==> src/design/bbdr_pkg.sv <==
// Shared constants, codes and control structs of the box blur downscaler.
`default_nettype none
package bbdr_pkg;

   localparam int MAX_WIDTH = 2048;
   localparam int RADIUS = 3;
   localparam int SPAN = 2 * RADIUS + 1;
   localparam int AREA = SPAN * SPAN;
   localparam int MAX_DIM = 2048;

   localparam int COL_W = $clog2(MAX_WIDTH);
   localparam int CRD_W = 11;
   localparam int DIM_W = 12;
   localparam int PIX_W = 24;
   localparam int SPAN_W = $clog2(SPAN);
   localparam int SUM_W = $clog2(AREA * 255 + 1);
   localparam int LANE_SUM_W = $clog2(SPAN * 255 + 1);
   localparam int PEND_W = $clog2(MAX_WIDTH * MAX_DIM + 1);
   localparam int NUM_W = CRD_W + DIM_W;
   localparam int THR_W = DIM_W + 3;

   // Reciprocal of the window area, exact for every reachable window sum.
   localparam int RECIP_SHIFT = 20;
   localparam int RECIP = ((1 << RECIP_SHIFT) + AREA - 1) / AREA;
   localparam int RECIP_W = $clog2(RECIP + 1);

   localparam logic ACT_PIXEL = 1'b0;
   localparam logic ACT_FLUSH = 1'b1;

   localparam logic [3:0] REG_FRAME_WIDTH = 4'd0;
   localparam logic [3:0] REG_FRAME_HEIGHT = 4'd1;
   localparam logic [3:0] REG_DEST_WIDTH = 4'd2;
   localparam logic [3:0] REG_DEST_HEIGHT = 4'd3;

   typedef struct packed {
      logic en;
      logic [SPAN_W-1:0] bank;
      logic [COL_W-1:0] addr;
      logic [PIX_W-1:0] data;
   } lane_wr_type;

   typedef struct packed {
      logic en;
      logic [COL_W-1:0] addr;
   } lane_rd_type;

   typedef struct packed {
      logic load;
      logic first;
      logic pass;
      logic [SPAN_W-1:0] bank;
   } merge_ctl_type;

endpackage
`default_nettype wire

==> src/design/bbdr_div.sv <==
// Restoring divider for destination coordinates, one quotient bit per cycle.
`default_nettype none
module bbdr_div
   import bbdr_pkg::*;
(
   input wire logic clock,
   input wire logic reset,
   input wire logic start,
   input wire logic [NUM_W-1:0] numer,
   input wire logic [DIM_W-1:0] denom,
   output logic [CRD_W-1:0] quot,
   output logic busy
);

   logic [DIM_W-1:0] rem_ff;
   logic [CRD_W-1:0] bits_ff;
   logic [CRD_W-1:0] quot_ff;
   logic [DIM_W-1:0] denom_ff;
   logic [3:0] cnt_ff;
   logic [DIM_W:0] trial;
   logic fits;

   assign trial = {rem_ff, bits_ff[CRD_W-1]};
   assign fits = trial >= {1'b0, denom_ff};

   always_ff @(posedge clock) begin
      if (reset) begin
         cnt_ff <= '0;
      end else if (start) begin
         cnt_ff <= 4'(CRD_W);
      end else if (cnt_ff != '0) begin
         cnt_ff <= cnt_ff - 4'd1;
      end
      if (start) begin
         // The quotient stays below the destination size, so the top bits
         // already lie below the divisor.
         rem_ff <= numer[NUM_W-1:CRD_W];
         bits_ff <= numer[CRD_W-1:0];
         denom_ff <= denom;
      end else if (cnt_ff != '0) begin
         rem_ff <= fits ? DIM_W'(trial - {1'b0, denom_ff}) : trial[DIM_W-1:0];
         bits_ff <= {bits_ff[CRD_W-2:0], 1'b0};
         quot_ff <= {quot_ff[CRD_W-2:0], fits};
      end
   end

   assign quot = quot_ff;
   assign busy = cnt_ff != '0;

endmodule
`default_nettype wire

==> config.mk <==
export PLATFORM = sky130hd
export DESIGN_NAME = bbdr_div
export DESIGN_NICKNAME = d
export VERILOG_FILES = /design/src/design/bbdr_pkg.sv /design/src/design/bbdr_div.sv
export SDC_FILE = /design/constraint.sdc
export NUM_CORES = 1
export LEC_CHECK = 0
export BUFFER_PORTS_ARGS = -buffer_cell sky130_fd_sc_hd__buf_2
export CAP_MARGIN = 30
export CELL_PAD_IN_SITES_DETAIL_PLACEMENT = 0
export CELL_PAD_IN_SITES_GLOBAL_PLACEMENT = 2
export CORE_MARGIN = 3
export CORE_UTILIZATION = 36
export DETAILED_ROUTE_END_ITERATION = 8
export PLACE_DENSITY_LB_ADDON = 0.1
export SYNTH_ARGS = -nofsm -noshare
export SYNTH_HDL_FRONTEND = slang
export SYNTH_SLANG_ARGS = --single-unit
==> constraint.sdc <==
create_clock -name clock -period 3.8 [get_ports clock]
set_clock_uncertainty 0.05 [all_clocks]
set_input_delay 0.76 -clock clock [delete_from_list [all_inputs] [get_ports clock]]
set_output_delay 0.76 -clock clock [all_outputs]
set_load 0.01 [all_outputs]
* Yosys cells after proc, flatten, opt, wreduce, memory -nomap -nowiden
Index checks and enable logic that the tools add are counted.
Storage, ports and cells: flip-flop bits (word level) 50, input port bits 38, output and inout bits 12, logic and storage cells 21
Cells by class: $add $sub $neg 2, order comparisons 1, multiplexer cells 7, bitwise operators 1, reduce and logical (&&, ||, !) cells 4
Operators with widths (count):
- $mux W12 | 3
- $mux W11 | 2
- $ge A13 B12 Y1 | 1
- $sub A12 B12 Y12 | 1
- $mux W4 | 2
- $reduce_bool A4 Y1 | 1
- $sub A4 B1 Y4 const B | 1
- $reduce_and A2 Y1 | 1
- $reduce_bool A2 Y1 | 1
- $reduce_or A2 Y1 | 1
- $not A1 Y1 | 1

* Logic depth before layout (Yosys ltp)
Gate-level depths: netlist (run 1).
word-level depth 4, gate-level depth with buffers 10

* Worst setup path before layout (run 1)
No wires, ideal clock.
path type register -> register, from register bits_ff[10], to register rem_ff[8] (data pin), library setup time 0.261 ns, arrival 2.332 ns, data required time 3.489 ns, setup slack 1.157 ns, cell stages (with the launch flop) 11, path buffers 0, cell sequence edfxtp_1 > inv_1 > ha_1 > inv_1 > fa_1 > a21o_2 > a311o_1 > a31o_1 > a21oi_2 > xnor2_1 > a221o_1
Between the ends: longest elaborated chain between the ends 4, elaborated cells between the ends (all ways) 5
Ends and longest elaborated chain:
- start, declared | RTL line bbdr_div.sv:16 | logic [CRD_W-1:0] bits_ff;
- start signal, assigned | RTL line bbdr_div.sv:38 | bits_ff <= numer[CRD_W-1:0];
- start signal, assigned | RTL line bbdr_div.sv:42 | bits_ff <= {bits_ff[CRD_W-2:0], 1'b0};
- $sub A12 B12 Y12 / $ge A13 B12 Y1 (equally long branches) | RTL line bbdr_div.sv:41, bbdr_div.sv:24
- $mux W12 * | RTL line bbdr_div.sv:41 | rem_ff <= fits ? DIM_W'(trial - {1'b0, denom_ff}) : trial[DIM_W-1:0];
- $mux W12 * | RTL line bbdr_div.sv:40 | end else if (cnt_ff != '0) begin
- $mux W12 * | RTL line bbdr_div.sv:34 | if (start) begin
- end signal, assigned | RTL line bbdr_div.sv:37 | rem_ff <= numer[NUM_W-1:CRD_W];
- end signal, assigned | RTL line bbdr_div.sv:41
- end, declared | RTL line bbdr_div.sv:15 | logic [DIM_W-1:0] rem_ff;
Mark *: on every way between the ends. The rest lies on a longest branch, timed or not. The select of a mux whose other input is x is not followed. A chain may end at the register's enable or synchronous reset.

* Final worst setup path (run 1)
Same ends and word-level chain as after synthesis.

==> results_dict.tcl, run 1 <==
set metrics [dict create \
    reg2reg_from "bits_ff[10]" \
    grt_max_degree 36 \
    syn_avg_cell_area_um2 12.0 \
    post_cts_buffers 0 \
    start_util 0.376 \
    yosys_warnings 0 \
    layout_min_cycle_time_ns 2.77 \
    drc_errors 0 \
    max_freq_ghz 0.361 \
    rsz0062_at_grt "no" \
    cts.htree.levels 2 \
    first_global_vias 1843 \
    ys.flop_type "edfxtp_1" \
    core-area_um2 6910 \
    setup-tns-final_ns 0 \
    synth-edff-count 46 \
    end_kind "register" \
    period_share 0.729 \
    nFillCells 711 \
    area_growth_pct 17.3 \
    viasPerCell 5.05 \
    grt_pass1_wl_um 9030 \
    vias 1833 \
    grt_usage 0.138 \
    required_ns 3.81 \
    synth_top_cell_area_share 0.533 \
    synth_area_leaders "edfxtp_1 (53%), ha_1 (5.8%), dfxtp_1 (3.1%), a21oi_1 (2.9%), mux2_2 (2.6%)" \
    min_path_cells 0 \
    final_max_slew_viol_count 0 \
    r2r-end "rem_ff[8]" \
    die_h_um 90.9 \
    wirelength_um 5470 \
    setup_viol 0 \
    dieWidth_um 90.9 \
    hold_path.class "register to register" \
    clockRootBuffer "clkbuf_8" \
    fin_nets 317 \
    dr.pass1.iters 4 \
    layout.cells.non_filler 363 \
    antenna_found_initial 0 \
    ys_types 50 \
    clk-insertion-delay-late_ns 0.30 \
    critPathCapture "rem_ff[8]" \
    rows 30 \
    place.port_buffers 49 \
    crit_arrival_ns 2.78 \
    critPathMaxFanout 3 \
    cts_tree "built" \
    p_leak_nw 1.24 \
    ff2ff_path_depth 10 \
    drive_above_1_share 0.258 \
    status "complete, no violations" \
    wl_per_cell_um 15.1 \
    yosysTopAreaCell "edfxtp_1" \
    drt_iter0_drc 58 \
    p_per_area_nw_per_um2 647 \
    crit_type "register to register" \
    gp_routability_congestion 0.759 \
    io_pins 50 \
    final_hold_viol_count 0 \
    clockBufferDepth 2 \
    clk_pin_slew_ns 0.09 \
    dp.final_hpwl_um 3920 \
    ys_seq_elements 50 \
    peakVddDrop_uv 211 \
    antennaDiodeCount 0 \
    route.antenna.remaining_nets 0 \
    worst_pin_slew_ns 0.818 \
    dp_cells 355 \
    cp-startpoint "bits_ff[10]" \
    slew_headroom 0.453 \
    cts_hold_buf 0 \
    startpoint_type "register" \
    cts_buffers 5 \
    syn_inst 217 \
    rrSetupSlack_ns 1.03 \
    grt_overflow 0 \
    netlist_area_um2 2590 \
    synth.yosys.seq_area_share 0.563 \
    die_area_um2 8260 \
    synth_nets 268 \
    cts_resized 0 \
    clock_sinks 50 \
    async_flop_share 0 \
    maxCapViolations 0 \
]
where the power goes:
| group | total, W | internal (W) | switching (W) |
|---|---|---|---|
| registers | 0.000792 | 0.000741 | 0.0000507 |
| clock network | 0.000373 | 0.000197 | 0.000176 |
| logic | 0.000803 | 0.000339 | 0.000464 |
| total | 0.00197 | 0.00128 | 0.000691 |
how the worst min path moves through the flow:
stage	start	to	slack, ns
floorplan	cnt_ff[3]	cnt_ff[3]	0.42
finish	quot[1]	quot[2]	0.40
global placement	quot[0]	quot[1]	0.37
detailed placement	quot[6]	quot[7]	0.38
CTS	quot[1]	quot[2]	0.41
global route	quot[1]	quot[2]	0.42
cell usage in the layout, fill, tap and decap left out, types with 3 or more instances in the layout:
| cell type | synthesis | layout |
|---|---|---|
| a21o_1 | 3 | 3 |
| ha_1 | 12 | 12 |
| dfxtp_1 | 4 | 4 |
| edfxtp_1 | 46 | 46 |
| o21ai_0 | 3 | 3 |
| nor2_1 | 12 | 12 |
| nand2_1 | 11 | 11 |
| o311ai_1 | 3 | 3 |
| clkbuf_8 | 0 | 5 |
| xor2_1 | 4 | 4 |
| buf_2 | 1 | 49 |
| a41oi_1 | 3 | 3 |
| nand4_1 | 4 | 4 |
| mux2_1 | 4 | 4 |
| xnor2_1 | 5 | 5 |
| o21ai_1 | 3 | 3 |
| and2_1 | 5 | 5 |
| nand3_1 | 4 | 4 |
| inv_1 | 16 | 16 |
| o31ai_1 | 6 | 6 |
| mux2_2 | 6 | 6 |
| nor3_1 | 4 | 4 |
| a21oi_1 | 15 | 15 |
registers in the layout, indices dropped and copies added, names as in the netlist:
name	count
bits_ff	11
cnt_ff	4
quot	11
rem_ff	12
denom_ff	12
cell families (layout without fill, tap and decap cells):
logic type | after synthesis | in the layout | synth area share
xor+xnor | 9 | 9 | 0.0304
flops | 50 | 50 | 0.563
buf+inv | 27 | 77 | 0.0425
simple gates | 54 | 54 | 0.109
compound gates | 53 | 53 | 0.142
fa+ha+maj | 13 | 13 | 0.0656
mux | 11 | 11 | 0.0473
worst max-delay path, cell delays in order (launching register included):
cell	delay (ns)
edfxtp_1	0.39
inv_1	0.07
ha_1	0.18
inv_1	0.06
fa_1	0.39
a21o_2	0.25
a311o_1	0.34
a31o_1	0.26
a21oi_2	0.16
xnor2_1	0.07
a221o_1	0.31
synthesized netlist by cell type (2+ instances only):
library cell	instances
edfxtp_1	46
inv_1	16
a21oi_1	15
ha_1	12
nor2_1	12
nand2_1	11
clkbuf_1	7
mux2_2	6
o31ai_1	6
and2_1	5
xnor2_1	5
dfxtp_1	4
mux2_1	4
nand3_1	4
nand4_1	4
nor3_1	4
xor2_1	4
a21o_1	3
a41oi_1	3
o21ai_0	3
o21ai_1	3
o311ai_1	3
a211oi_1	2
a31o_1	2
a31oi_1	2
and3_1	2
inv_2	2
nand2b_1	2
nand3b_1	2
nor4_1	2
o211ai_1	2
metal layers:
metal | part of all wire | vias up | wire, um | global-route usage
met2 | 0.45 | 50 | 2450 | 0.218
li1 | - | 915 | - | -
met4 | 0.0097 | 0 | 53 | 0.0415
met3 | 0.054 | 6 | 298 | 0.0367
met1 | 0.49 | 862 | 2670 | 0.186
met5 | 0 | - | 0 | 0
cell type report:
| type | instances | area [um^2] | area share |
|---|---|---|---|
| Clock buffer | 6 | 72.6 | 0.0239 |
| Clock inverter | 2 | 37.5 | 0.0123 |
| Inverter | 18 | 67.6 | 0.0222 |
| Multi-Input combinational cell | 140 | 1020 | 0.336 |
| Sequential cell | 50 | 1460 | 0.480 |
| Tap cell | 96 | 120 | 0.0395 |
| Timing Repair Buffer | 51 | 260 | 0.0856 |
per-stage QoR:
step | utilization | instance area [um^2] | hold WS [ns] | total power (W) | setup slack [ns]
floorplan | - | 2590 | 0.415 | 0.00142 | 1.16
global placement | 0.424 | 2930 | 0.374 | 0.00161 | 1.05
detailed placement | 0.424 | 2930 | 0.383 | 0.00161 | 1.02
CTS | 0.440 | 3040 | 0.407 | 0.00199 | 1.01
global route | 0.440 | 3040 | 0.417 | 0.00213 | 0.869
finish | 0.440 | 3040 | 0.404 | 0.00197 | 1.03
Note: power is estimated with default switching activity, not from simulation.
==> run 2, diff against run 1 <==
- clock period: 3.8 -> 2.6 ns (I/O delays scaled with it)
==> run 2 against run 1 <==
Global-route usage grew 0.17 points. Sequential power up 46%. Setup slack got worse by 1.0 ns. Die area unchanged. Combinational power up 71%. Hold slack got worse by 0.074 ns. Clock power is 54% higher. Power rose by 57%. Cell count up 4.7%. Critical path depth is the same. Non-clock buffer count rose by 17.
==> results_dict.tcl, run 2 (synthesis gave the netlist of run 1 again) <==
set metrics [dict create \
    reg_top3 "denom_ff x12, rem_ff x12" \
    grt_usage 0.140 \
    final_hold_viol_count 0 \
    cts_tree "built" \
    cts.htree.levels 2 \
    vias 1843 \
    maxCapViolations 0 \
    dieWidth_um 90.9 \
    clockBufferDepth 2 \
    p_per_area_nw_per_um2 970 \
    route.antenna.remaining_nets 0 \
    worst_pin_slew_ns 0.806 \
    required_ns 2.62 \
    rsz0062_at_grt "yes" \
    area_growth_pct 23.1 \
    io_pins 50 \
    wl_per_cell_um 14.3 \
    setup_viol 0 \
    hold_path.class "input pin to register" \
    dp.final_hpwl_um 4070 \
    max_freq_ghz 0.389 \
    p_leak_nw 1.33 \
    core-area_um2 6910 \
    multi_input_area_um2 1030 \
    antenna_found_initial 0 \
    grt_pass1_wl_um 9170 \
    start_util 0.376 \
    drc_errors 0 \
    max_stage_delay_ns 0.39 \
    drt_iter0_drc 43 \
    clk_pin_slew_ns 0.10 \
    crit_type "register to register" \
    final_max_slew_viol_count 0 \
    cts_buffers 5 \
    end_kind "register" \
    drive_above_1_share 0.317 \
    crit_arrival_ns 2.59 \
    wirelength_um 5440 \
    gp_routability_congestion 0.750 \
    layout_commonest_cell "buf_2" \
    p_total_w 0.00310 \
    clock_sinks 50 \
    cp_cell_sequence "inv_1, ha_2, inv_2, fa_2, a21o_2, a311o_1, a31o_1, a21oi_2, xnor2_1, a221o_1" \
    layout_min_cycle_time_ns 2.57 \
    post_cts_buffers 0 \
    grt_overflow 0 \
    grt_max_degree 29 \
    slew_headroom 0.461 \
    final-seq-area_um2 1460 \
    status "complete, no violations" \
    holdWs_ns 0.330 \
    final_cell_mix "buf_2 (49), edfxtp_1 (46), buf_4 (18)" \
    critPathMaxFanout 2 \
    rows 30 \
    period_share 0.989 \
    cpMaxStageDelayCell "edfxtp_1" \
    nFillCells 681 \
    clockRootBuffer "clkbuf_8" \
    first_global_vias 1882 \
    peakVddDrop_uv 474 \
    fin_nets 334 \
    die_h_um 90.9 \
    place.port_buffers 49 \
    clk-insertion-delay-late_ns 0.31 \
    viasPerCell 4.85 \
    die_area_um2 8260 \
    utilization 0.462 \
    dr.pass1.iters 4 \
    startpoint_type "register" \
    antennaDiodeCount 0 \
]
run 2: final timing paths:
path	startpoint	end	slack (ns)	cells past startpoint
min	denom[3]	denom_ff[3]	0.33	1
max	bits_ff[10]	rem_ff[8]	0.03	10
max reg2reg	bits_ff[10]	rem_ff[8]	0.03	10
min reg2reg	quot[5]	quot[6]	0.41	0
run 2: per-stage QoR:
stage | instance area (um^2) | std cells | worst slack [ns] | TNS [ns]
floorplan | 2600 | 217 | 0.00733 | 0
global placement | 3070 | 372 | -0.0278 | -0.0278
detailed placement | 3070 | 372 | -0.0451 | -0.0451
CTS | 3190 | 380 | 0.0119 | 0
global route | 3190 | 380 | -0.158 | -0.269
finish | 3190 | 380 | 0.0292 | 0
run 2: layout make-up:
cell class                 instances  area share
multi-input combinational        140       0.322
tap                               96      0.0376
clock inverter                     3      0.0149
sequential                        50       0.458
clock buffer                       5      0.0216
inverter                          18      0.0212
timing repair buffer              68       0.125
run 2: critical path, delay by kind of cell (launching register included):
family | cells | cell delay (ns)
compound gates | 5 | 1.21
xor+xnor | 1 | 0.07
buf+inv | 2 | 0.11
fa+ha+maj | 2 | 0.51
flops | 1 | 0.39
run 2: report_power, final:
part           leakage (nW)  total, W  internal, W  switching, W
sequential            0.496   0.00116      0.00108     0.0000738
combinational         0.772   0.00137     0.000661      0.000706
clock                0.0591  0.000573     0.000294      0.000279
run 2: repair_timing:
| item | 4_1_cts | 5_1_grt |
|---|---|---|
| pin swaps | 3 | 2 |
| hold buffers | 0 | 0 |
| setup endpoints to repair | 1 | 2 |
| gates resized for setup | 1 | 1 |
| gates cloned | 0 | 0 |
run 2: metal layers:
layer / part of all wire / track usage / vias up
met2: 0.44 / 0.216 / 42
met4: 0.012 / 0.0415 / 0
met5: 0 / 0 / -
li1: - / - / 955
met1: 0.49 / 0.194 / 840
met3: 0.051 / 0.0350 / 6
