`src/design/bbdr_pkg.sv`:
```
// Shared constants, codes and control structs of the box blur downscaler.
`default_nettype none
package bbdr_pkg;

   localparam int MAX_WIDTH = 2048;
   localparam int RADIUS = 3;
   localparam int SPAN = 2 * RADIUS + 1;
   localparam int AREA = SPAN * SPAN;
   localparam int MAX_DIM = 2048;

   localparam int COL_W = $clog2(MAX_WIDTH);
   localparam int CRD_W = 11;
   localparam int DIM_W = 12;
   localparam int PIX_W = 24;
   localparam int SPAN_W = $clog2(SPAN);
   localparam int SUM_W = $clog2(AREA * 255 + 1);
   localparam int LANE_SUM_W = $clog2(SPAN * 255 + 1);
   localparam int PEND_W = $clog2(MAX_WIDTH * MAX_DIM + 1);
   localparam int NUM_W = CRD_W + DIM_W;
   localparam int THR_W = DIM_W + 3;

   // Reciprocal of the window area, exact for every reachable window sum.
   localparam int RECIP_SHIFT = 20;
   localparam int RECIP = ((1 << RECIP_SHIFT) + AREA - 1) / AREA;
   localparam int RECIP_W = $clog2(RECIP + 1);

   localparam logic ACT_PIXEL = 1'b0;
   localparam logic ACT_FLUSH = 1'b1;

   localparam logic [3:0] REG_FRAME_WIDTH = 4'd0;
   localparam logic [3:0] REG_FRAME_HEIGHT = 4'd1;
   localparam logic [3:0] REG_DEST_WIDTH = 4'd2;
   localparam logic [3:0] REG_DEST_HEIGHT = 4'd3;

   typedef struct packed {
      logic en;
      logic [SPAN_W-1:0] bank;
      logic [COL_W-1:0] addr;
      logic [PIX_W-1:0] data;
   } lane_wr_type;

   typedef struct packed {
      logic en;
      logic [COL_W-1:0] addr;
   } lane_rd_type;

   typedef struct packed {
      logic load;
      logic first;
      logic pass;
      logic [SPAN_W-1:0] bank;
   } merge_ctl_type;

endpackage
`default_nettype wire

```
`src/design/bbdr_merge.sv`:
```
// Adds the lane columns into window sums and scales them by the window area.
`default_nettype none
module bbdr_merge
   import bbdr_pkg::*;
(
   input wire logic clock,
   input wire merge_ctl_type ctl,
   input wire logic [PIX_W-1:0] lane_data [SPAN],
   output logic [7:0] red,
   output logic [7:0] green,
   output logic [7:0] blue
);

   logic [LANE_SUM_W-1:0] col_sum [3];
   logic [SUM_W-1:0] acc_ff [3];
   logic [SUM_W-1:0] acc_in [3];
   logic [SUM_W+RECIP_W-1:0] prod_ff [3];
   logic [PIX_W-1:0] pass_pix_ff;
   logic pass_ff;
   logic [7:0] mean [3];

   always_comb begin
      for (int ch = 0; ch < 3; ch++) begin
         col_sum[ch] = '0;
         for (int k = 0; k < SPAN; k++) begin
            col_sum[ch] = col_sum[ch]
                        + LANE_SUM_W'(lane_data[k][PIX_W-8*(ch+1) +: 8]);
         end
         acc_in[ch] = ctl.first ? SUM_W'(col_sum[ch])
                                : acc_ff[ch] + SUM_W'(col_sum[ch]);
         mean[ch] = prod_ff[ch][RECIP_SHIFT +: 8];
      end
   end

   always_ff @(posedge clock) begin
      for (int ch = 0; ch < 3; ch++) begin
         if (ctl.load) begin
            acc_ff[ch] <= acc_in[ch];
         end
         prod_ff[ch] <= (SUM_W+RECIP_W)'(acc_ff[ch]) * (SUM_W+RECIP_W)'(RECIP);
      end
      if (ctl.load) begin
         pass_pix_ff <= lane_data[ctl.bank];
         pass_ff <= ctl.pass;
      end
   end

   assign red = pass_ff ? pass_pix_ff[23:16] : mean[0];
   assign green = pass_ff ? pass_pix_ff[15:8] : mean[1];
   assign blue = pass_ff ? pass_pix_ff[7:0] : mean[2];

endmodule
`default_nettype wire

```
`config.mk`:
```
export PLATFORM = sky130hd
export DESIGN_NAME = bbdr_merge
export DESIGN_NICKNAME = d
export VERILOG_FILES = /design/src/design/bbdr_pkg.sv /design/src/design/bbdr_merge.sv
export SDC_FILE = /design/constraint.sdc
export NUM_CORES = 1
export LEC_CHECK = 0
export ABC_AREA = 1
export BUFFER_PORTS_ARGS = -buffer_cell sky130_fd_sc_hd__buf_4
export CAP_MARGIN = 25
export CELL_PAD_IN_SITES_DETAIL_PLACEMENT = 1
export CELL_PAD_IN_SITES_GLOBAL_PLACEMENT = 1
export CORE_MARGIN = 3
export CORE_UTILIZATION = 47
export CTS_BUF_LIST = sky130_fd_sc_hd__clkbuf_4
export CTS_CLUSTER_SIZE = 40
export DETAILED_ROUTE_END_ITERATION = 6
export GPL_ROUTABILITY_DRIVEN = 0
export PLACE_DENSITY_LB_ADDON = 0.15
export SETUP_SLACK_MARGIN = 0.3
export SYNTH_ARGS = -nofsm -noshare
export SYNTH_HDL_FRONTEND = slang
export SYNTH_SLANG_ARGS = --single-unit
```
`constraint.sdc`:
```
create_clock -name clock -period 5.4 [get_ports clock]
set_input_delay 0.27 -clock clock [delete_from_list [all_inputs] [get_ports clock]]
set_output_delay 0.27 -clock clock [all_outputs]
set_load 0.1 [all_outputs]
```
Word-level counts from Yosys, hierarchy flattened --
Memory sizes are Yosys's and may differ from the RTL's. Cells that the tools add are included.
Cells by class: multiplexer cells 11, order comparisons 1, bitwise operators 1, multipliers 3, add/subtract/negate cells 21
Operator list (count):
- adder 11 x 8 -> 11 bit | 9
- multiplier 14 x 12 -> 26 bit, second input constant | 3
- binary-select mux 24 bit (select 3 bit) | 1
- two-way mux 24 bit | 2
- adder 14 x 11 -> 14 bit | 3
- two-way mux 14 bit | 3
- adder 10 x 8 -> 11 bit | 3
- adder 9 x 8 -> 10 bit | 3
- adder 8 x 8 -> 9 bit | 3
- two-way mux 8 bit | 3
- greater-or-equal comparator 4 bit, second input constant | 1
- NOT 3 -> 4 bit | 1
- two-way mux 1 bit | 2
Word-level totals: input bits 175, RAM bits 120, logic and storage cells 41, memories 2, bits in registers 25, output and inout bits 24
Memories:
- prod_ff | words 3, width 26, read ports 3, clocked after memory_dff 0, wr ports 3, RTL line bbdr_merge.sv:17 | logic [SUM_W+RECIP_W-1:0] prod_ff [3];
- acc_ff | words 3, width 14, read ports 3, clocked after memory_dff 0, wr ports 3, RTL line bbdr_merge.sv:15 | logic [SUM_W-1:0] acc_ff [3];

Logic depth before layout (Yosys ltp) --
Gate-level depths: netlist of run 1.
word-level depth 8, gate-level depth with buffers 27, depth with buffers taken out 27

Worst setup path before layout of run 1 --
OpenSTA, ideal clock, no wires.
path kind input to register, from input port lane_data[84] in the netlist's numbering, to memory acc_ff[0][20] in the netlist's numbering (data pin), data arrival time 4.247 ns, library setup time 0.253 ns, slack 0.900 ns, cell stages on the path 20, buffers on the path 0, data required time 5.147 ns, cell sequence inv_1 > fa_1 > inv_1 > fa_1 > inv_1 > fa_1 > fa_1 > inv_1 > ha_1 > a21oi_1 > nand2_1 > or2_2 > nand2_1 > inv_1 > ha_1 > a21oi_1 > nand2_1 > or2_2 > nand3_1 > nand2_1
RTL lines:
- from (decl) | RTL line bbdr_merge.sv:8 | input wire logic [PIX_W-1:0] lane_data [SPAN],
- to (decl) | RTL line bbdr_merge.sv:15

==> results of run 1 <==
[registers in the layout, summed over array words and instances (netlist names)]
register	count
acc_ff	42
pass_pix_ff	24
prod_ff	24
pass_ff	1
[metrics by stage]
step / hold slack (ns) / util / cell area, um2
floorplan: 0.3689 / - / 20640
global placement: 0.4497 / 0.5242 / 22680
detailed placement: 0.4511 / 0.5242 / 22680
CTS: 0.08099 / 0.5276 / 22830
global route: 0.1235 / 0.5286 / 22870
finish: 0.1287 / 0.5286 / 22870
[cells in the final DEF, fill, tap and decap left out, types with 6 or more instances in the layout]
| cell type | instances |
|---|---|
| sky130_fd_sc_hd__o22ai_1 | 6 |
| sky130_fd_sc_hd__inv_1 | 679 |
| sky130_fd_sc_hd__diode_2 | 7 |
| sky130_fd_sc_hd__ha_1 | 342 |
| sky130_fd_sc_hd__mux2_2 | 24 |
| sky130_fd_sc_hd__xor2_1 | 20 |
| sky130_fd_sc_hd__clkbuf_4 | 11 |
| sky130_fd_sc_hd__nor2_1 | 153 |
| sky130_fd_sc_hd__nand2_2 | 6 |
| sky130_fd_sc_hd__nand2_1 | 443 |
| sky130_fd_sc_hd__a32oi_1 | 12 |
| sky130_fd_sc_hd__a21oi_1 | 170 |
| sky130_fd_sc_hd__dfxtp_1 | 24 |
| sky130_fd_sc_hd__fa_1 | 264 |
| sky130_fd_sc_hd__or2_2 | 12 |
| sky130_fd_sc_hd__buf_4 | 202 |
| sky130_fd_sc_hd__nand3_1 | 103 |
| sky130_fd_sc_hd__nand4_1 | 26 |
| sky130_fd_sc_hd__a31oi_1 | 15 |
| sky130_fd_sc_hd__a21boi_0 | 6 |
| sky130_fd_sc_hd__xnor2_1 | 12 |
| sky130_fd_sc_hd__o21ai_1 | 15 |
| sky130_fd_sc_hd__o21bai_1 | 7 |
| sky130_fd_sc_hd__nand3b_1 | 9 |
| sky130_fd_sc_hd__o21ai_0 | 120 |
| sky130_fd_sc_hd__nor3_1 | 10 |
| sky130_fd_sc_hd__a21o_1 | 9 |
| sky130_fd_sc_hd__edfxtp_1 | 67 |
[metal layers]
metal  GRT usage  vias to the layer above  wire (um)
met4     0.09716                        8       2281
met1      0.3230                     8772      25500
met5           0                        -         54
met3     0.02534                      115       1719
li1            -                     8554          -
met2      0.5113                      302      32170
[how the worst max path moves through the flow]
| stage | from | slack (ns) | endpoint | cells after the start |
|---|---|---|---|---|
| after CTS | acc_ff[0][32] | 0.83 | prod_ff[0][72] | 17 |
| final | lane_data[83] | 0.78 | acc_ff[0][27] | 22 |
| after floorplan | lane_data[84] | 0.90 | acc_ff[0][20] | 20 |
| after global routing | acc_ff[0][32] | 0.54 | prod_ff[0][76] | 17 |
| after global placement | lane_data[83] | 0.38 | acc_ff[0][27] | 22 |
| after detailed placement | lane_data[83] | 0.27 | acc_ff[0][27] | 22 |
[kinds of logic after synthesis]
group / share of synthesized area
multiplexers: 0.01309
AND/OR/NAND/NOR: 0.1585
XOR/XNOR: 0.01437
AO/OA/AOI/OAI: 0.09608
flip-flops: 0.1207
adder cells (fa/ha/maj): 0.4634
buffers and inverters: 0.1339
[critical path, stage by stage]
cell                      delay, ns
sky130_fd_sc_hd__buf_4         0.09
sky130_fd_sc_hd__inv_1         0.06
sky130_fd_sc_hd__fa_1          0.54
sky130_fd_sc_hd__inv_1         0.06
sky130_fd_sc_hd__fa_1          0.53
sky130_fd_sc_hd__inv_1         0.05
sky130_fd_sc_hd__fa_1          0.48
sky130_fd_sc_hd__fa_1          0.51
sky130_fd_sc_hd__inv_1         0.04
sky130_fd_sc_hd__ha_1          0.32
sky130_fd_sc_hd__a21oi_1       0.20
sky130_fd_sc_hd__nand2_2       0.11
sky130_fd_sc_hd__nand3_1       0.09
sky130_fd_sc_hd__nand2_1       0.08
sky130_fd_sc_hd__xor2_1        0.36
sky130_fd_sc_hd__ha_1          0.31
sky130_fd_sc_hd__a21oi_1       0.21
sky130_fd_sc_hd__o21ai_0       0.18
sky130_fd_sc_hd__a21oi_1       0.21
sky130_fd_sc_hd__nand3_1       0.10
sky130_fd_sc_hd__nand2_1       0.07
sky130_fd_sc_hd__nor2_1        0.04
[cell type report]
cell class	instances	area [um2]
Antenna cell	7	17.52
Clock buffer	11	82.58
Clock inverter	5	52.55
Fill cell	5481	20400
Inverter	680	2555
Multi-Input combinational cell	1809	15380
Sequential cell	91	2492
Tap cell	585	732.0
Timing Repair Buffer	204	1554
[timing repair]
item | in CTS | in global routing
gates resized for setup | 0 | 0
endpoints found under the hold margin | 1 | 0
hold buffers | 1 | 0
==> impl_results.md, run 1 <==
* Result of the run: finished, final reports clean
* Most common cell in the netlist: sky130_fd_sc_hd__inv_1
* Setup slack at placement at around 0.27 ns
* Number of antenna violations at the first check in global routing at 11
* List of most frequent post-synthesis cells: sky130_fd_sc_hd__inv_1, sky130_fd_sc_hd__nand2_1, sky130_fd_sc_hd__ha_1
* Aggregate global routing overflow at 0
* End of the worst register-to-register path: prod_ff[0][72]
* Worst setup path class: in -> reg
* Port Buffer Count at slightly below 200
* Worst setup margin at 0.7754 ns
* Layout cells sized above 1 at 0.09750
* Final setup violation count at 0
* Path depth of the worst reg2reg path at 17
* Clock latency on the worst-skew pair at 0.54 ns
* Worst reg2reg setup slack at 0.84 ns
* Average footprint of a synthesized cell at between 7 and 8 um2
* Post-synth top flop: sky130_fd_sc_hd__edfxtp_1
* Count of distinct cell types in the synthesized netlist at 41
* Total number of vias at 17.75k
* Highest fanout seen on the critical path at 4
* # IOs at 199
* Critical path launch point type: input port
* Count of antenna-violating nets left after detailed routing at 0
* Setup Total Neg Slack at 0 ns
* Cell taking the most area after synthesis: sky130_fd_sc_hd__fa_1
* Post-CTS clock slew at the launch and capture registers of the worst setup and hold paths at 0.18 ns
* Inserted Clock Buffers at 9
* CTS max path bufs at 2
* Horizontal extent of the die at 215.6 um
* Time the final worst path needs with I/O delays and setup at 4.625 ns
* Worst-case hold path end point: pass_pix_ff[14]
* Sum of net half-perimeters after detailed placement at 53940 um
* FF+latch count, synth at 91
* Min-Delay Path Class: in -> reg
* Cell at the root of the clock tree: sky130_fd_sc_hd__clkbuf_4
* Worst clock skew on the final layout at 0.03489 ns
* Share of synthesized area occupied by flip-flops and latches at 0.1207
* Largest net degree at the start of global routing at 97
* Die Area at 0.04647 mm2
* Placeable Area at 0.04327 mm2
* Post-Synthesis Cells at 2624
* Max-cap check violation count at 0
* Total placed cells including tap cells at 3367
* Max-Slew Margin vs Limit at 0.3905
* Total nets after synthesis at 3405
* Maximum clock frequency at between 200 and 250 MHz
* Deepest level of the CTS H-tree at 3
* Required time of the critical path at 5.71 ns
* Die Y-Extent at roughly 220 um
* Crit path DAT at 4.93 ns
* Area fraction of the dominant cell type after synthesis at 0.2560
* Final Hold Violating Endpoints at 0
* Residual DRC at 0
* Largest cells by area after synthesis: sky130_fd_sc_hd__fa_1, sky130_fd_sc_hd__ha_1, sky130_fd_sc_hd__inv_1
* Final cell count without fillers at 3392
* Tightest Pin Transition at 0.9143 ns
* Period utilization at 0.8564
* Global-route usage over all layers at 0.2720
* Iteration-0 DRC count of the detailed router at 710
* # rows at 76
* Number of global-route vias before repair at 19.85k
* Crit Reg-Reg Startpoint: acc_ff[0][32]
* Critical path capture point type: register
* Total Nets Final at 3576
* Share of flip-flops with an asynchronous set or reset after synthesis at 0
* Clock tree from TritonCTS: done
* Detailed-router iteration count before antenna repair at 5
* Initial core utilization at 0.4771
* Hold Crit Start: lane_data[14]
* Average via count per standard cell at 5.233
* Average detailed-routed wire length per instance at 18.20 um
* Number of synthesized flops with an enable pin at 67
* Total wire length at 61730 um
* Area added between synthesis and finish at 10.80%
* Unrepaired setup endpoints after global routing: no
* Number of warning messages in the yosys log at 0
* Final Max Tran Viols at 0
* Hold Path Cell Cnt at 3
* Post-CTS setup-driven buffer insertion count at 0
* Global-route wire length before repair at 100900 um
* Mapped cell area at roughly 0.021 mm2
* Num Clock Sinks at 91
Power of run 1 is not shown: default switching activity piles up to over one toggle a cycle in this logic, so the estimate is an artifact.
==> run 2, diff against run 1 <==
--- a/config.mk
+++ b/config.mk
@@ -16,7 +16,8 @@
 export CTS_CLUSTER_SIZE = 40
 export DETAILED_ROUTE_END_ITERATION = 6
 export GPL_ROUTABILITY_DRIVEN = 0
-export PLACE_DENSITY_LB_ADDON = 0.15
+export PLACE_DENSITY = 0.82
+export REMOVE_ABC_BUFFERS = 1
 export SETUP_SLACK_MARGIN = 0.3
 export SYNTH_ARGS = -nofsm -noshare
 export SYNTH_HDL_FRONTEND = slang
==> run 2 against run 1 <==
  * Clock skew is 0.0049 ns lower
  * Worst hold slack worse by 0.051 ns
  * Sequential share of layout area hardly changed
  * Global-route usage is 1.0 points higher
  * Maximum frequency is 1.8% higher
  * Final area hardly changed
  * Worst setup slack better by 0.082 ns
  * Critical path type unchanged
==> impl_results.md, run 2 (synthesis gave the netlist of run 1 again) <==
* Result of the run: finished, final reports clean (unchanged)
* Horizontal extent of the die at 215.6 um (unchanged)
* Detailed-router iteration count before antenna repair at 5 (unchanged)
* Worst clock skew on the final layout at 0.02997 ns (was 0.03489 ns)
* Post-CTS clock slew at the launch and capture registers of the worst setup and hold paths at 0.19 ns (was 0.18 ns)
* Final cell count without fillers at 3389 (was 3392)
* Global-route usage over all layers at 0.2825 (was 0.2720)
* Largest net degree at the start of global routing at 97 (unchanged)
* CTS max path bufs at 2 (unchanged)
* Unrepaired setup endpoints after global routing: no (unchanged)
* Hold buffer count at CTS at 2 (was 1)
* Tightest Pin Transition at 1.021 ns (was 0.9143 ns)
* Final Max Tran Viols at 0 (unchanged)
* Leading cell types in the layout, fill and taps excluded: sky130_fd_sc_hd__inv_1, sky130_fd_sc_hd__nand2_1, sky130_fd_sc_hd__ha_1 (unchanged)
* Maximum single-stage delay on the critical path at 0.55 ns (was 0.54 ns)
* Total placed cells including tap cells at 3368 (was 3367)
* Total wire length at 64090 um (was 61730 um)
* Crit path DAT at 4.91 ns (was 4.93 ns)
* Global-route wire length before repair at 104600 um (was 100900 um)
* Layout cells sized above 1 at 0.09850 (was 0.09750)
* Post-CTS setup-driven buffer insertion count at 0 (unchanged)
* Cells traversed along the worst timing path: buf_4 > inv_1 > fa_1 > inv_1 > fa_1 > inv_1 > fa_1 > fa_1 > inv_1 > ha_1 > nand3_1 > nand2_1 > nand3_1 > nand2_1 > xor2_1 > ha_1 > a21oi_1 > o21ai_0 > a21oi_1 > nand3_1 > nand2_1 > nor2_1 (was buf_4 > inv_1 > fa_1 > inv_1 > fa_1 > inv_1 > fa_1 > fa_1 > inv_1 > ha_1 > a21oi_1 > nand2_2 > nand3_1 > nand2_1 > xor2_1 > ha_1 > a21oi_1 > o21ai_0 > a21oi_1 > nand3_1 > nand2_1 > nor2_1)
* # rows at 76 (unchanged)
* Critical path buffer and inverter count at 5 (unchanged)
* Count of filler cells inserted in the layout at 5465 (was 5481)
* Regs by FF count: acc_ff x42, pass_pix_ff x24, prod_ff x24 (unchanged)
* Most common library cell in the layout ignoring fill and taps: sky130_fd_sc_hd__inv_1 (unchanged)
* Die Y-Extent at 215.6 um (unchanged)
* Setup Total Neg Slack at 0 ns (unchanged)
* Time the final worst path needs with I/O delays and setup at 4.543 ns (was 4.625 ns)
* Min-Delay Path Class: in -> reg (unchanged)
* Clock latency on the worst-skew pair at 0.60 ns (was 0.54 ns)
* Number of global-route vias before repair at 20.51k (was 19.85k)
* Total Nets Final at 3578 (was 3576)
* Port Buffer Count at 198 (unchanged)
* Standard cell with the maximum stage delay on the critical path: sky130_fd_sc_hd__fa_1 (unchanged)
* Cell type group with the largest total delay on the critical path: adder cells (unchanged)
* Final setup violation count at 0 (unchanged)
* Average via count per standard cell at 5.313 (was 5.233)
* Area added between synthesis and finish at 10.77% (was 10.80%)
* Count of antenna-violating nets left after detailed routing at 0 (unchanged)
* Critical path capture point type: register (unchanged)
* Highest fanout seen on the critical path at 4 (unchanged)
* Number of flip-flops in the largest register at 42 (unchanged)
* Register ranked first by flip-flop count: acc_ff (unchanged)
* Total number of vias at 18.01k (was 17.75k)
* Worst setup path class: in -> reg (unchanged)
* Maximum clock frequency at 220.1 MHz (was 216.2 MHz)
* # IOs at 199 (unchanged)
* Clock tree from TritonCTS: done (unchanged)
* Iteration-0 DRC count of the detailed router at 764 (was 710)
* Cell at the root of the clock tree: sky130_fd_sc_hd__clkbuf_4 (unchanged)
* Final Hold Violating Endpoints at 0 (unchanged)
* Sum of net half-perimeters after detailed placement at 55230 um (was 53940 um)
* Num Clock Sinks at 91 (unchanged)
* Initial core utilization at 0.4771 (unchanged)
* Required time of the critical path at 5.76 ns (was 5.71 ns)
* Die Area at 0.04647 mm2 (unchanged)
* Max-cap check violation count at 0 (unchanged)
* Max-Slew Margin vs Limit at 0.3193 (was 0.3905)
* Inserted Clock Buffers at 9 (unchanged)
* Number of antenna violations at the first check in global routing at 5 (was 11)
* Placeable Area at 0.04327 mm2 (unchanged)
* Deepest level of the CTS H-tree at 3 (unchanged)
* Critical path launch point type: input port (unchanged)
* Total of cells resized after clock tree synthesis at 0 (unchanged)
* Average detailed-routed wire length per instance at 18.91 um (was 18.20 um)
* Aggregate global routing overflow at 0 (unchanged)
* Period utilization at 0.8413 (was 0.8564)
* Residual DRC at 0 (unchanged)
run 2: per-layer routing:
layer / routed length (um) / track usage / share of wire / vias up
li1: - / - / - / 8554
met1: 26480 / 0.3451 / 0.41 / 8962
met2: 32640 / 0.5162 / 0.51 / 403
met3: 3412 / 0.04717 / 0.053 / 85
met4: 1540 / 0.07513 / 0.024 / 2
met5: 14 / 0 / 0.00022 / -
run 2: stage by stage:
step,util,setup slack (ns),hold slack [ns],cell area (um2)
2_1_floorplan,-,0.8898,0.3689,20430
4_1_cts,0.5277,0.9066,0.03167,22830
3_5_place_dp,0.5244,0.3006,0.4532,22690
6_report,0.5284,0.8571,0.07732,22860
5_1_grt,0.5284,0.6582,0.05662,22860
3_3_place_gp,0.5244,0.4668,0.4492,22690
run 2: worst reg2reg max path, stage by stage, from the launching register on:
cell and delay (ns):
sky130_fd_sc_hd__edfxtp_1 0.63, sky130_fd_sc_hd__ha_1 0.37, sky130_fd_sc_hd__inv_1 0.05, sky130_fd_sc_hd__fa_1 0.49
sky130_fd_sc_hd__inv_1 0.06, sky130_fd_sc_hd__fa_1 0.48, sky130_fd_sc_hd__inv_1 0.05, sky130_fd_sc_hd__fa_1 0.46
sky130_fd_sc_hd__fa_1 0.49, sky130_fd_sc_hd__inv_1 0.04, sky130_fd_sc_hd__ha_1 0.33, sky130_fd_sc_hd__nand2_1 0.10
sky130_fd_sc_hd__nand2_1 0.06, sky130_fd_sc_hd__a21boi_0 0.30, sky130_fd_sc_hd__nor2_1 0.07, sky130_fd_sc_hd__nor2_1 0.17
sky130_fd_sc_hd__nand3_2 0.08, sky130_fd_sc_hd__nand2_1 0.06, sky130_fd_sc_hd__nand2_1 0.10
run 2: final timing paths:
| kind | startpoint | endpoint | slack [ns] | depth (start not counted) |
|---|---|---|---|---|
| setup / recovery | lane_data[91] | acc_ff[0][13] | 0.86 | 22 |
| hold / removal | lane_data[14] | pass_pix_ff[14] | 0.08 | 3 |
| setup reg to reg | acc_ff[0][15] | prod_ff[0][49] | 0.91 | 18 |
| hold reg to reg | acc_ff[0][40] | acc_ff[0][40] | 0.86 | 2 |
run 2: final cells by class:
| type | count | area (um2) | area share |
|---|---|---|---|
| multi-input combinational | 1809 | 15380 | 0.6729 |
| inverter | 680 | 2555 | 0.1117 |
| tap | 585 | 732.0 | 0.03201 |
| sequential | 91 | 2492 | 0.1090 |
| clock inverter | 6 | 47.55 | 0.002080 |
| timing repair buffer | 206 | 1572 | 0.06874 |
| antenna | 2 | 5.005 | 0.0002189 |
| clock buffer | 10 | 75.07 | 0.003284 |
Power of run 2 is left out for the same reason.
